<file path="src/sv/rto_pkg.sv">
// shared types for the rectangle ordering block
package rto_pkg;

  localparam int OUT_INDEX_W = 4;

  typedef struct packed {
    logic signed [15:0] rect_top;
    logic signed [15:0] rect_left;
    logic signed [15:0] rect_bottom;
    logic signed [15:0] rect_right;
    logic [15:0]        monitor_tag;
    logic               last_item;
  } rect_in_t;

  typedef struct packed {
    logic [OUT_INDEX_W-1:0] out_index;
    logic signed [15:0]     out_top;
    logic signed [15:0]     out_left;
    logic signed [15:0]     out_bottom;
    logic signed [15:0]     out_right;
    logic [15:0]            out_tag;
    logic                   out_last;
  } rect_out_t;

  // full stored entry: edges and tag
  typedef struct packed {
    logic signed [15:0] top;
    logic signed [15:0] left;
    logic signed [15:0] bottom;
    logic signed [15:0] right;
    logic [15:0]        tag;
  } entry_t;

  // copy of the lower edges, read at a second address
  typedef struct packed {
    logic signed [15:0] bottom;
    logic signed [15:0] right;
  } far_edge_t;

endpackage

</file>
<file path="src/sv/rto_ram.sv">
// generic single write, single read ram with registered read data
module rto_ram #(
  parameter int WIDTH = 8,
  parameter int DEPTH = 16
) (
  input  logic                                    clk,
  input  logic                                    we,
  input  logic [(DEPTH > 1 ? $clog2(DEPTH) : 1)-1:0] waddr,
  input  logic [WIDTH-1:0]                        wdata,
  input  logic [(DEPTH > 1 ? $clog2(DEPTH) : 1)-1:0] raddr,
  output logic [WIDTH-1:0]                        rdata
);

  logic [WIDTH-1:0] mem [DEPTH];

  always_ff @(posedge clk) begin
    if (we) begin
      mem[waddr] <= wdata;
    end
    rdata <= mem[raddr];
  end

endmodule

</file>
<file path="src/sv/rect_topological_order.sv">
// Rectangle ordering: loads up to MAX_RECTS rectangles, one per cycle while rect_ready
// is high, and on the transaction marked last_item orders the set so that every
// rectangle follows its blockers (i blocks j when top_i < bottom_j and left_i < right_j),
// taking the smallest (top, left) first, lowest load position on ties, and falling back
// to all unused rectangles when a cycle leaves none free. The blocker counts are built
// one pair per cycle from two copies of the store; each rank then takes a scan to pick,
// a choose step that waits until the result slot is free, and a count update sweep.
// The single shared compare unit and the one read port per store set this pace.
// The block takes no rectangle while ordering; the final result may still be waiting
// when loading of the next set begins.
module rect_topological_order #(
  parameter int MAX_RECTS = 16
) (
  input  logic               clk,
  input  logic               rst,
  input  logic               rect_valid,
  output logic               rect_ready,
  input  rto_pkg::rect_in_t  rect,
  output logic               result_valid,
  input  logic               result_ready,
  output rto_pkg::rect_out_t result
);

  localparam int IDX_W   = (MAX_RECTS > 1) ? $clog2(MAX_RECTS) : 1;
  localparam int CNT_W   = $clog2(MAX_RECTS + 1);
  localparam int ENTRY_W = $bits(rto_pkg::entry_t);
  localparam int FAR_W   = $bits(rto_pkg::far_edge_t);

  typedef enum logic [2:0] {
    S_LOAD,
    S_BUILD,
    S_PICK,
    S_CHOOSE,
    S_DEC
  } state_t;

  state_t               state;
  logic [CNT_W-1:0]     loaded;
  logic [MAX_RECTS-1:0] used;
  logic [MAX_RECTS-1:0] unblocked;
  logic [IDX_W-1:0]     rnd;
  logic [IDX_W-1:0]     iss_i;
  logic [IDX_W-1:0]     iss_j;
  logic                 iss_on;
  logic                 stg_vld;
  logic [IDX_W-1:0]     stg_i;
  logic [IDX_W-1:0]     stg_j;
  logic [CNT_W-1:0]     acc;
  logic                 free_found;
  logic                 any_found;
  logic [IDX_W-1:0]     free_idx;
  logic [IDX_W-1:0]     any_idx;
  rto_pkg::entry_t      free_ent;
  rto_pkg::entry_t      any_ent;
  logic [IDX_W-1:0]     sel_idx;

  logic                 load_we;
  rto_pkg::entry_t      load_ent;
  rto_pkg::far_edge_t   load_far;
  logic [ENTRY_W-1:0]   a_rdata;
  logic [FAR_W-1:0]     b_rdata;
  rto_pkg::entry_t      a_ent;
  rto_pkg::far_edge_t   b_far;
  logic [IDX_W-1:0]     b_raddr;
  logic                 cnt_we;
  logic [IDX_W-1:0]     cnt_waddr;
  logic [CNT_W-1:0]     cnt_wdata;
  logic [CNT_W-1:0]     cnt_rdata;
  logic [IDX_W-1:0]     last_idx;
  logic                 build_hit;
  logic [CNT_W-1:0]     acc_sum;
  logic                 dec_hit;
  logic                 cand_any;
  logic                 cand_free;
  logic                 take_any;
  logic                 take_free;
  logic                 out_free;
  rto_pkg::entry_t      ch_ent;
  logic [IDX_W-1:0]     ch_idx;

  function automatic logic ahead(rto_pkg::entry_t a, rto_pkg::entry_t b);
    ahead = (a.top < b.top) || ((a.top == b.top) && (a.left < b.left));
  endfunction

  assign rect_ready = (state == S_LOAD);
  assign load_we    = rect_valid && rect_ready && (loaded < CNT_W'(MAX_RECTS));
  assign last_idx   = IDX_W'(loaded - CNT_W'(1));

  always_comb begin
    load_ent.top    = rect.rect_top;
    load_ent.left   = rect.rect_left;
    load_ent.bottom = rect.rect_bottom;
    load_ent.right  = rect.rect_right;
    load_ent.tag    = rect.monitor_tag;
    load_far.bottom = rect.rect_bottom;
    load_far.right  = rect.rect_right;
  end

  assign a_ent   = rto_pkg::entry_t'(a_rdata);
  assign b_far   = rto_pkg::far_edge_t'(b_rdata);
  assign b_raddr = (state == S_BUILD) ? iss_j : iss_i;

  rto_ram #(.WIDTH(ENTRY_W), .DEPTH(MAX_RECTS)) u_ram_ent (
    .clk   (clk),
    .we    (load_we),
    .waddr (loaded[IDX_W-1:0]),
    .wdata (ENTRY_W'(load_ent)),
    .raddr (iss_i),
    .rdata (a_rdata)
  );

  rto_ram #(.WIDTH(FAR_W), .DEPTH(MAX_RECTS)) u_ram_far (
    .clk   (clk),
    .we    (load_we),
    .waddr (loaded[IDX_W-1:0]),
    .wdata (FAR_W'(load_far)),
    .raddr (b_raddr),
    .rdata (b_rdata)
  );

  rto_ram #(.WIDTH(CNT_W), .DEPTH(MAX_RECTS)) u_ram_cnt (
    .clk   (clk),
    .we    (cnt_we),
    .waddr (cnt_waddr),
    .wdata (cnt_wdata),
    .raddr (iss_i),
    .rdata (cnt_rdata)
  );

  // shared compare unit: blocker test for the pair in the stage
  always_comb begin
    build_hit = (stg_i != stg_j) && (a_ent.top < b_far.bottom) && (a_ent.left < b_far.right);
    acc_sum   = ((stg_i == '0) ? '0 : acc) + CNT_W'(build_hit);
    dec_hit   = (stg_i != sel_idx) && (result.out_top < b_far.bottom)
                && (result.out_left < b_far.right);
    cand_any  = !used[stg_i];
    cand_free = cand_any && unblocked[stg_i];
    take_any  = cand_any && (!any_found || ahead(a_ent, any_ent));
    take_free = cand_free && (!free_found || ahead(a_ent, free_ent));
    out_free  = !result_valid || result_ready;
    ch_ent    = free_found ? free_ent : any_ent;
    ch_idx    = free_found ? free_idx : any_idx;
  end

  always_comb begin
    cnt_we    = 1'b0;
    cnt_waddr = stg_i;
    cnt_wdata = cnt_rdata - CNT_W'(1);
    if (state == S_BUILD) begin
      cnt_we    = stg_vld && (stg_i == last_idx);
      cnt_waddr = stg_j;
      cnt_wdata = acc_sum;
    end else if (state == S_DEC) begin
      cnt_we = stg_vld && dec_hit && (cnt_rdata != '0);
    end
  end

  always_ff @(posedge clk) begin
    if (rst) begin
      state        <= S_LOAD;
      loaded       <= '0;
      used         <= '0;
      iss_on       <= 1'b0;
      stg_vld      <= 1'b0;
      result_valid <= 1'b0;
    end else begin
      if (result_valid && result_ready) begin
        result_valid <= 1'b0;
      end
      case (state)
        S_LOAD: begin
          if (load_we) begin
            loaded <= loaded + CNT_W'(1);
          end
          if (rect_valid && rect.last_item) begin
            state   <= S_BUILD;
            iss_i   <= '0;
            iss_j   <= '0;
            iss_on  <= 1'b1;
            stg_vld <= 1'b0;
          end
        end
        S_BUILD: begin
          stg_vld <= iss_on;
          stg_i   <= iss_i;
          stg_j   <= iss_j;
          if (iss_on) begin
            if (iss_i == last_idx) begin
              iss_i <= '0;
              if (iss_j == last_idx) begin
                iss_on <= 1'b0;
              end else begin
                iss_j <= iss_j + IDX_W'(1);
              end
            end else begin
              iss_i <= iss_i + IDX_W'(1);
            end
          end
          if (stg_vld) begin
            acc <= acc_sum;
            if (stg_i == last_idx) begin
              unblocked[stg_j] <= (acc_sum == '0);
              if (stg_j == last_idx) begin
                state      <= S_PICK;
                used       <= '0;
                rnd        <= '0;
                iss_i      <= '0;
                iss_on     <= 1'b1;
                stg_vld    <= 1'b0;
                free_found <= 1'b0;
                any_found  <= 1'b0;
              end
            end
          end
        end
        S_PICK: begin
          stg_vld <= iss_on;
          stg_i   <= iss_i;
          if (iss_on) begin
            if (iss_i == last_idx) begin
              iss_on <= 1'b0;
            end else begin
              iss_i <= iss_i + IDX_W'(1);
            end
          end
          if (stg_vld) begin
            if (take_any) begin
              any_found <= 1'b1;
              any_idx   <= stg_i;
              any_ent   <= a_ent;
            end
            if (take_free) begin
              free_found <= 1'b1;
              free_idx   <= stg_i;
              free_ent   <= a_ent;
            end
            if (stg_i == last_idx) begin
              state   <= S_CHOOSE;
              stg_vld <= 1'b0;
            end
          end
        end
        S_CHOOSE: begin
          if (out_free) begin
            result.out_index  <= rto_pkg::OUT_INDEX_W'(ch_idx);
            result.out_top    <= ch_ent.top;
            result.out_left   <= ch_ent.left;
            result.out_bottom <= ch_ent.bottom;
            result.out_right  <= ch_ent.right;
            result.out_tag    <= ch_ent.tag;
            result.out_last   <= (rnd == last_idx);
            result_valid      <= 1'b1;
            used[ch_idx]      <= 1'b1;
            sel_idx           <= ch_idx;
            if (rnd == last_idx) begin
              state  <= S_LOAD;
              loaded <= '0;
            end else begin
              state   <= S_DEC;
              rnd     <= rnd + IDX_W'(1);
              iss_i   <= '0;
              iss_on  <= 1'b1;
              stg_vld <= 1'b0;
            end
          end
        end
        S_DEC: begin
          stg_vld <= iss_on;
          stg_i   <= iss_i;
          if (iss_on) begin
            if (iss_i == last_idx) begin
              iss_on <= 1'b0;
            end else begin
              iss_i <= iss_i + IDX_W'(1);
            end
          end
          if (stg_vld) begin
            if (cnt_we) begin
              unblocked[stg_i] <= (cnt_wdata == '0);
            end
            if (stg_i == last_idx) begin
              state      <= S_PICK;
              iss_i      <= '0;
              iss_on     <= 1'b1;
              stg_vld    <= 1'b0;
              free_found <= 1'b0;
              any_found  <= 1'b0;
            end
          end
        end
        default: begin
          state <= S_LOAD;
        end
      endcase
    end
  end

endmodule

</file>
<file path="config.mk">
export PLATFORM = sky130hd
export DESIGN_NAME = rect_topological_order
export DESIGN_NICKNAME = d
export VERILOG_FILES = /design/src/sv/rto_pkg.sv /design/src/sv/rto_ram.sv /design/src/sv/rect_topological_order.sv
export SDC_FILE = /design/constraint.sdc
export NUM_CORES = 2
export LEC_CHECK = 0
export BUFFER_PORTS_ARGS = -buffer_cell sky130_fd_sc_hd__buf_4
export CAP_MARGIN = 10
export CORE_ASPECT_RATIO = 1.2
export CORE_MARGIN = 2
export CORE_UTILIZATION = 52
export DETAILED_ROUTE_END_ITERATION = 8
export HOLD_SLACK_MARGIN = 0.12
export PLACE_DENSITY = 0.66
export SYNTH_ARGS = -nofsm -noshare
export SYNTH_HDL_FRONTEND = slang
export SYNTH_SLANG_ARGS = --single-unit
</file>
<file path="constraint.sdc">
create_clock -name clk -period 13.9 [get_ports clk]
set_input_delay 1.39 -clock clk [delete_from_list [all_inputs] [get_ports clk]]
set_output_delay 1.39 -clock clk [all_outputs]
set_load 0.05 [all_outputs]
</file>
* After elaboration in Yosys (flattened, before gate mapping)
Memories as Yosys holds them, arrays and structs flattened. A register that Yosys moved wholly into a read port is not among the register bits.
Index checks and enable logic that the tools add are counted.
** Word-level totals
- Register bits after elaboration :: 323
- Bits in writable memories :: 1872
- Input bits :: 85
- Output and inout bits :: 87
- Logic and storage cells :: 260
- Memories :: 3
** Cells by class
- Add/sub/neg operators :: 7
- $lt $le $gt $ge :: 15
- Eq/ne operators :: 31
- Multiplexer cells :: 109
- Bitwise logic cells :: 2
- Reductions and logical operators :: 59
** Memory list
- u_ram_ent.mem :: words 16, width 80, rd ports 1, clocked after memory_dff 1, wr ports 1, line rto_ram.sv:14 : logic [WIDTH-1:0] mem [DEPTH];
- u_ram_far.mem :: words 16, width 32, rd ports 1, clocked after memory_dff 1, wr ports 1, line rto_ram.sv:14
- u_ram_cnt.mem :: words 16, width 5, rd ports 1, clocked after memory_dff 1, wr ports 1, line rto_ram.sv:14
** Operators by type and width (count)
- less-than comparator 16 bit :: 8
- 2-to-1 mux 16 bit :: 8
- 2-to-1 mux 4 bit :: 23
- 2-to-1 mux 80 bit :: 1
- one-hot mux 16 bit (2 select lines) :: 2
- 2-to-1 mux 1 bit :: 44
- bitwise mux 16 bit :: 2
- == test 16 bit :: 2
- 2-to-1 mux 3 bit :: 10
- AND reduction 9 bit :: 3
- 2-to-1 mux 5 bit :: 5
- inequality test 2 bit (second input constant) :: 12
- == test 4 bit :: 5
- one-hot mux 4 bit (5 select lines) :: 1
- AND reduction 4 bit :: 5
- logical AND 1 bit :: 19
- bitwise OR 16 bit :: 1
- one-hot mux 4 bit (2 select lines) :: 2
- less-than comparator 4 x 5 -> 1 bit (second input constant) :: 3
- one-hot mux 3 bit (5 select lines) :: 1
- adder 4 x 1 -> 4 bit (second input constant) :: 3
- demux 1 bit (select 4 bit) :: 3
- greater-or-equal comparator 4 x 1 -> 1 bit (second input constant) :: 3
- inequality test 2 x 1 -> 1 bit (second input constant) :: 6
- 31 further kinds :: 51

* Longest topological paths before layout
- Depth in word-level cells :: 10
- Mapped depth :: 17

* Cells and area by module
A second synthesis with hierarchy kept.
** Second synthesis, totals
- Cell total of the unflattened synthesis :: 4320
- Area, all modules :: 88547.4 sq um
** Modules (own cells, without submodules)
- rto_ram (u_ram_ent) :: instances 1, cells an instance 2054, area each 49422.4 sq um, sequential area each 40038.4 sq um
- rto_ram (u_ram_far) :: instances 1, cells an instance 838, area each 19835.3 sq um, sequential area each 16015.4 sq um
- rect_topological_order :: instances 1, cells an instance 1273, area each 16076.7 sq um, sequential area each 9429.0 sq um
- rto_ram (u_ram_cnt) :: instances 1, cells an instance 155, area each 3213.1 sq um, sequential area each 2502.4 sq um

* Least setup slack after synthesis
OpenSTA, ideal clock, no wires.
- Kind :: input port to flip-flop
- Start point :: input rst
- End point :: register any_ent[0] (netlist bit) (enable)
- Library setup time :: 0.527 ns
- Data arrival time :: 5.393 ns
- Data required time :: 13.373 ns
- Slack :: 7.980 ns
- Stages on the path :: 4
- Buffers on the path :: 0
- Cells stage by stage :: inv_1 nand3_1 or2_2 nor2_1
** On the way
- Word-level cells in the longest chain between the ends :: 2
** RTL lines
- start: declaration :: line rect_topological_order.sv:15 : input logic rst,
- inverter 1 bit (no line)
- AND reduction 4 bit (no line)
- end signal: assignment :: line rect_topological_order.sv:230 : any_ent <= a_ent;
- end: declaration :: line rect_topological_order.sv:54 : rto_pkg::entry_t any_ent;
Every way passes these cells.
A chain may end at the register's enable or synchronous reset.

* Final worst setup path
- Start point :: register stg_i[0]
- End point :: register unblocked[4] (data pin)
** On the way
- Word-level cells in the longest chain between the ends :: 10
- Elaborated cells on any way between the ends :: 21
- Classes of those cells :: add/sub: 1; order compare: 2; eq/ne: 1; mux: 11; reduce/logical: 6
** RTL lines
- start: declaration :: line rect_topological_order.sv:46 : logic [IDX_W-1:0] stg_i;
- start signal: assignment :: line rect_topological_order.sv:185 : stg_i <= iss_i;
- start signal: assignment :: line rect_topological_order.sv:218 : stg_i <= iss_i;
- start signal: assignment :: line rect_topological_order.sv:269 : stg_i <= iss_i;
- inequality test 4 bit :: line rect_topological_order.sv:132 : build_hit = (stg_i != stg_j) && (a_ent.top < b_far.bottom) && (a_ent.left < b_far.right);
- logical AND 1 bit (2 in series) :: line rect_topological_order.sv:132
- adder 5 x 1 -> 5 bit :: line rect_topological_order.sv:133 : acc_sum = ((stg_i == '0) ? '0 : acc) + CNT_W'(build_hit);
- 2-to-1 mux 5 bit :: line rect_topological_order.sv:149 : if (state == S_BUILD) begin
- logical NOT 5 bit :: line rect_topological_order.sv:279 : unblocked[stg_i] <= (cnt_wdata == '0);
- bitwise mux 16 bit :: line rect_topological_order.sv:279
- 2-to-1 mux 16 bit :: line rect_topological_order.sv:278 : if (cnt_we) begin
- 2-to-1 mux 16 bit :: line rect_topological_order.sv:277 : if (stg_vld) begin
- one-hot mux 16 bit (2 select lines) (*) :: line rect_topological_order.sv:170 : case (state)
- end signal: indexed assignment :: line rect_topological_order.sv:202 : unblocked[stg_j] <= (acc_sum == '0);
- end signal: indexed assignment :: line rect_topological_order.sv:279
- end: declaration :: line rect_topological_order.sv:40 : logic [MAX_RECTS-1:0] unblocked;
Every way passes the cells marked *; elsewhere a longest branch is shown, timed or not. The select of a mux whose other input is x is not followed.

==> results.tsv <==
stage	metric	value	unit
flow_run	Max Cap Viol	0	
floorplan	die width	349	um
global_route	grt ovf	0	
yosys	synth warn	0	
clock_network	CTS tree	yes	
worst_setup_path	Crit Path Max Fanout	20	
clock_network	Setup Fix Bufs, Post-CTS	0	
worst_setup_path	Crit Path Class	flip-flop to flip-flop	
timing	Max transition margin	23.0	%
detailed_routing	drt total wl	181000	um
worst_setup_path	cell breakdown of the critical path	xor2_1, nor4_1, a221o_1, nor4_1, o2111a_1, ha_1, ha_1, or2_2, a211o_1, a211o_1, or4_1, o21ai_0	
clock_network	clk sinks	1800	
timing	WHS	428	ps
floorplan	Die Y	418	um
place	IO Port Bufs	171	
floorplan	Die ar.	146000	um2
yosys	Seq/Total Area, Yosys	70.9	%
timing	Setup TNS	0	ps
clock_network	cts hold-fix bufs	0	
clock_network	Clock Path Buffers	3	
outcome	status	completed	
timing	crit path setup slack, layout	9410	ps
worst_setup_path	Req. time, crit path	14570	ps
detailed_routing	Vias/cell	6.28	
finish	fin nets	4550	
worst_setup_path	worst path bufs/invs	0	
clock_network	CTS Buf Count	175	
timing	RSZ-0062 raised after global routing	false	
clock_network	post_cts resized	0	
place	pre-CTS setup slack	9330	ps
finish	commonest non-fill, non-tap cell in the layout	edfxtp_1	
global_route	Total GRT Usage	25.0	%
floorplan	Initial Util	52.5	%
pwr	overall power	14.0	mW
detailed_routing	DRT Pass-1 Iters	6	
finish	Final Cell Area	83500	um2
yosys	synthesized area per cell	17.8	um2
finish	share of cells above drive strength 1	22.9	%
floorplan	Top Ports	172	
global_route	largest net degree at the start of global routing	173	
worst_setup_path	slowest CP cell	edfxtp_1	
finish	P&R area growth vs syn	12.6	%
worst_setup_path	nature of the critical path endpoint	flip-flop	
clock_network	Clock transition at path regs	60	ps
yosys	Netlist cell types	72	
worst_setup_path	Worst Setup SP	stg_i[0]	
worst_setup_path	reg-to-reg startpoint	stg_i[0]	
timing	Worst-Margin Slew	1150	ps
global_route	first-pass GRT wire length	266000	um
worst_setup_path	CP max stage delay	1060	ps
timing	Final Setup Violations	0	
yosys	cells after synthesis	4176	
worst_setup_path	Worst EP arrival	5150	ps
yosys	FFs w/ async S/R, synth	0	%
finish	commonest cells after routing, fill and taps aside	1,656 x edfxtp_1, 434 x mux4_2, 334 x nand2_1, 221 x buf_4, 179 x clkbuf_16	
detailed_routing	Detail Route Antenna Nets	0	
global_route	antenna violations before repair	5	
yosys	Yosys reg bits	1800	
timing	Fmax achieved	223	MHz
worst_setup_path	cell count along the critical path	12	
clock_network	Root Driver	clkbuf_16	
clock_network	H-tree level count	4	
worst_setup_path	CP startpoint kind	flip-flop	
finish	Final Non-Filler Cells	6322	
timing	Final period util	32.3	%
global_route	vias in the first global route	40166	
timing	final hold vios	0	
pwr	Peak VDD IR	0.145	mV
place	DP Area	77400	um2
floorplan	total core area	141000	um2
detailed_routing	# DRC	0	
detailed_routing	via count	39691	
detailed_routing	DR iter-0 viols	4076	
finish	Util after Layout	59.1	%
yosys	Primary FF master, synth	edfxtp_1	
clock_network	Skew-Pair Late Insertion Delay	830	ps
place	post-DP HPWL	101000	um
floorplan	row count	151	
min_path	Hold Startpoint	u_ram_ent.rdata[19]	
yosys	number of synthesized flops with an enable pin	1656	
worst_setup_path	CP delay by family, top	simple AND/OR/NAND/NOR gates	
finish	fill count	10302	
timing	Final min period	4490	ps
min_path	hold crit path type	flip-flop to flip-flop	
pwr	Power Dens Cells	168	nW/um2
min_path	Hold Path Stages	0	
yosys	Post-Syn Area	74200	um2
detailed_routing	WL/cell	28.6	um
timing	Worst Clk Skew	48.2	ps
place	cell count after placement	5991	
yosys	syn_nets	4394	
timing	max-slew violation count	0	
pwr	Pleak	27.5	nW
worst_setup_path	worst reg2reg path depth	12	
place	GPL Wtd Cong	0.836	
[worst reg2reg max path: cells and delay by family, from the launching register on]
kind,cells,cell delay (ps)
xor+xnor,1,160
compound gates,5,1220
fa+ha+maj,2,480
flops,1,1060
simple gates,4,1420
[logic make-up after synthesis]
| family | share of synthesized area, % |
|---|---|
| fa+ha+maj | 2.24 |
| buf+inv | 1.88 |
| simple gates | 4.71 |
| compound gates | 5.64 |
| mux | 14.1 |
| flops | 70.9 |
| xor+xnor | 0.498 |
[per-layer routing]
metal | track usage (%) | part of all wire, % | vias up
li1 | - | - | 17153
met4 | 7.90 | 2.7 | 0
met2 | 42.5 | 51 | 1477
met1 | 33.6 | 40 | 20773
met3 | 3.44 | 6.2 | 288
met5 | 0 | 0 | -
[power breakdown]
part	switching, mW	internal, mW
logic	1.48	0.933
registers	0.268	6.33
clock network	2.06	2.94
total	3.80	10.2
[path summary, 6_finish.rpt]
check	end	slack (ps)
max reg2reg	unblocked[4]	9410
min reg2reg	any_ent[19]	430
max	unblocked[4]	9410
min	any_ent[19]	430
[Yosys cell counts (7+ instances only)]
library cell / n / area share, %
edfxtp_1: 1656 / 67
mux4_2: 434 / 13
nand2_1: 334 / 1.7
clkbuf_1: 174 / 0.88
a211oi_1: 164 / 1.7
and2_1: 149 / 1.3
dfxtp_1: 144 / 3.9
ha_1: 133 / 2.2
a21oi_1: 124 / 0.84
inv_1: 110 / 0.56
nor2_1: 107 / 0.54
a31oi_1: 79 / 0.67
a311oi_1: 64 / 0.76
o21ai_0: 64 / 0.43
mux2_2: 55 / 0.83
buf_1: 40 / 0.20
nor3_1: 34 / 0.23
buf_2: 32 / 0.22
nand3_1: 25 / 0.17
nand4_1: 24 / 0.20
a21o_1: 22 / 0.22
xor2_1: 19 / 0.22
xnor2_1: 16 / 0.19
nand2b_1: 15 / 0.13
nor2b_1: 14 / 0.12
o32ai_1: 14 / 0.17
o211ai_1: 10 / 0.10
o21a_1: 8 / 0.081
o22a_1: 8 / 0.094
mux2i_1: 7 / 0.094
[sequential cells by signal, summed over array words and instances (netlist names), 3 cells and up]
register	flops
u_ram_cnt.mem	80
sel_idx	4
acc	5
result	81
rnd	4
free_idx	4
used	16
any_ent	80
u_ram_ent.rdata	80
loaded	5
u_ram_far.rdata	32
free_ent	80
iss_i	4
stg_j	4
u_ram_ent.mem	1280
any_idx	4
state	3
iss_j	4
unblocked	16
stg_i	4
u_ram_cnt.rdata	5
[area by class of cell]
type,count,area [um2],area share (%)
clock inverter,98,1270,1.53
tap,1836,2300,2.75
timing repair buffer,227,1780,2.13
clock buffer,232,4820,5.77
antenna,1,2.50,0.00300
inverter,110,413,0.494
sequential,1800,52600,63.0
multi-input combinational,2018,20300,24.3
(Power assumes the default switching activity.)
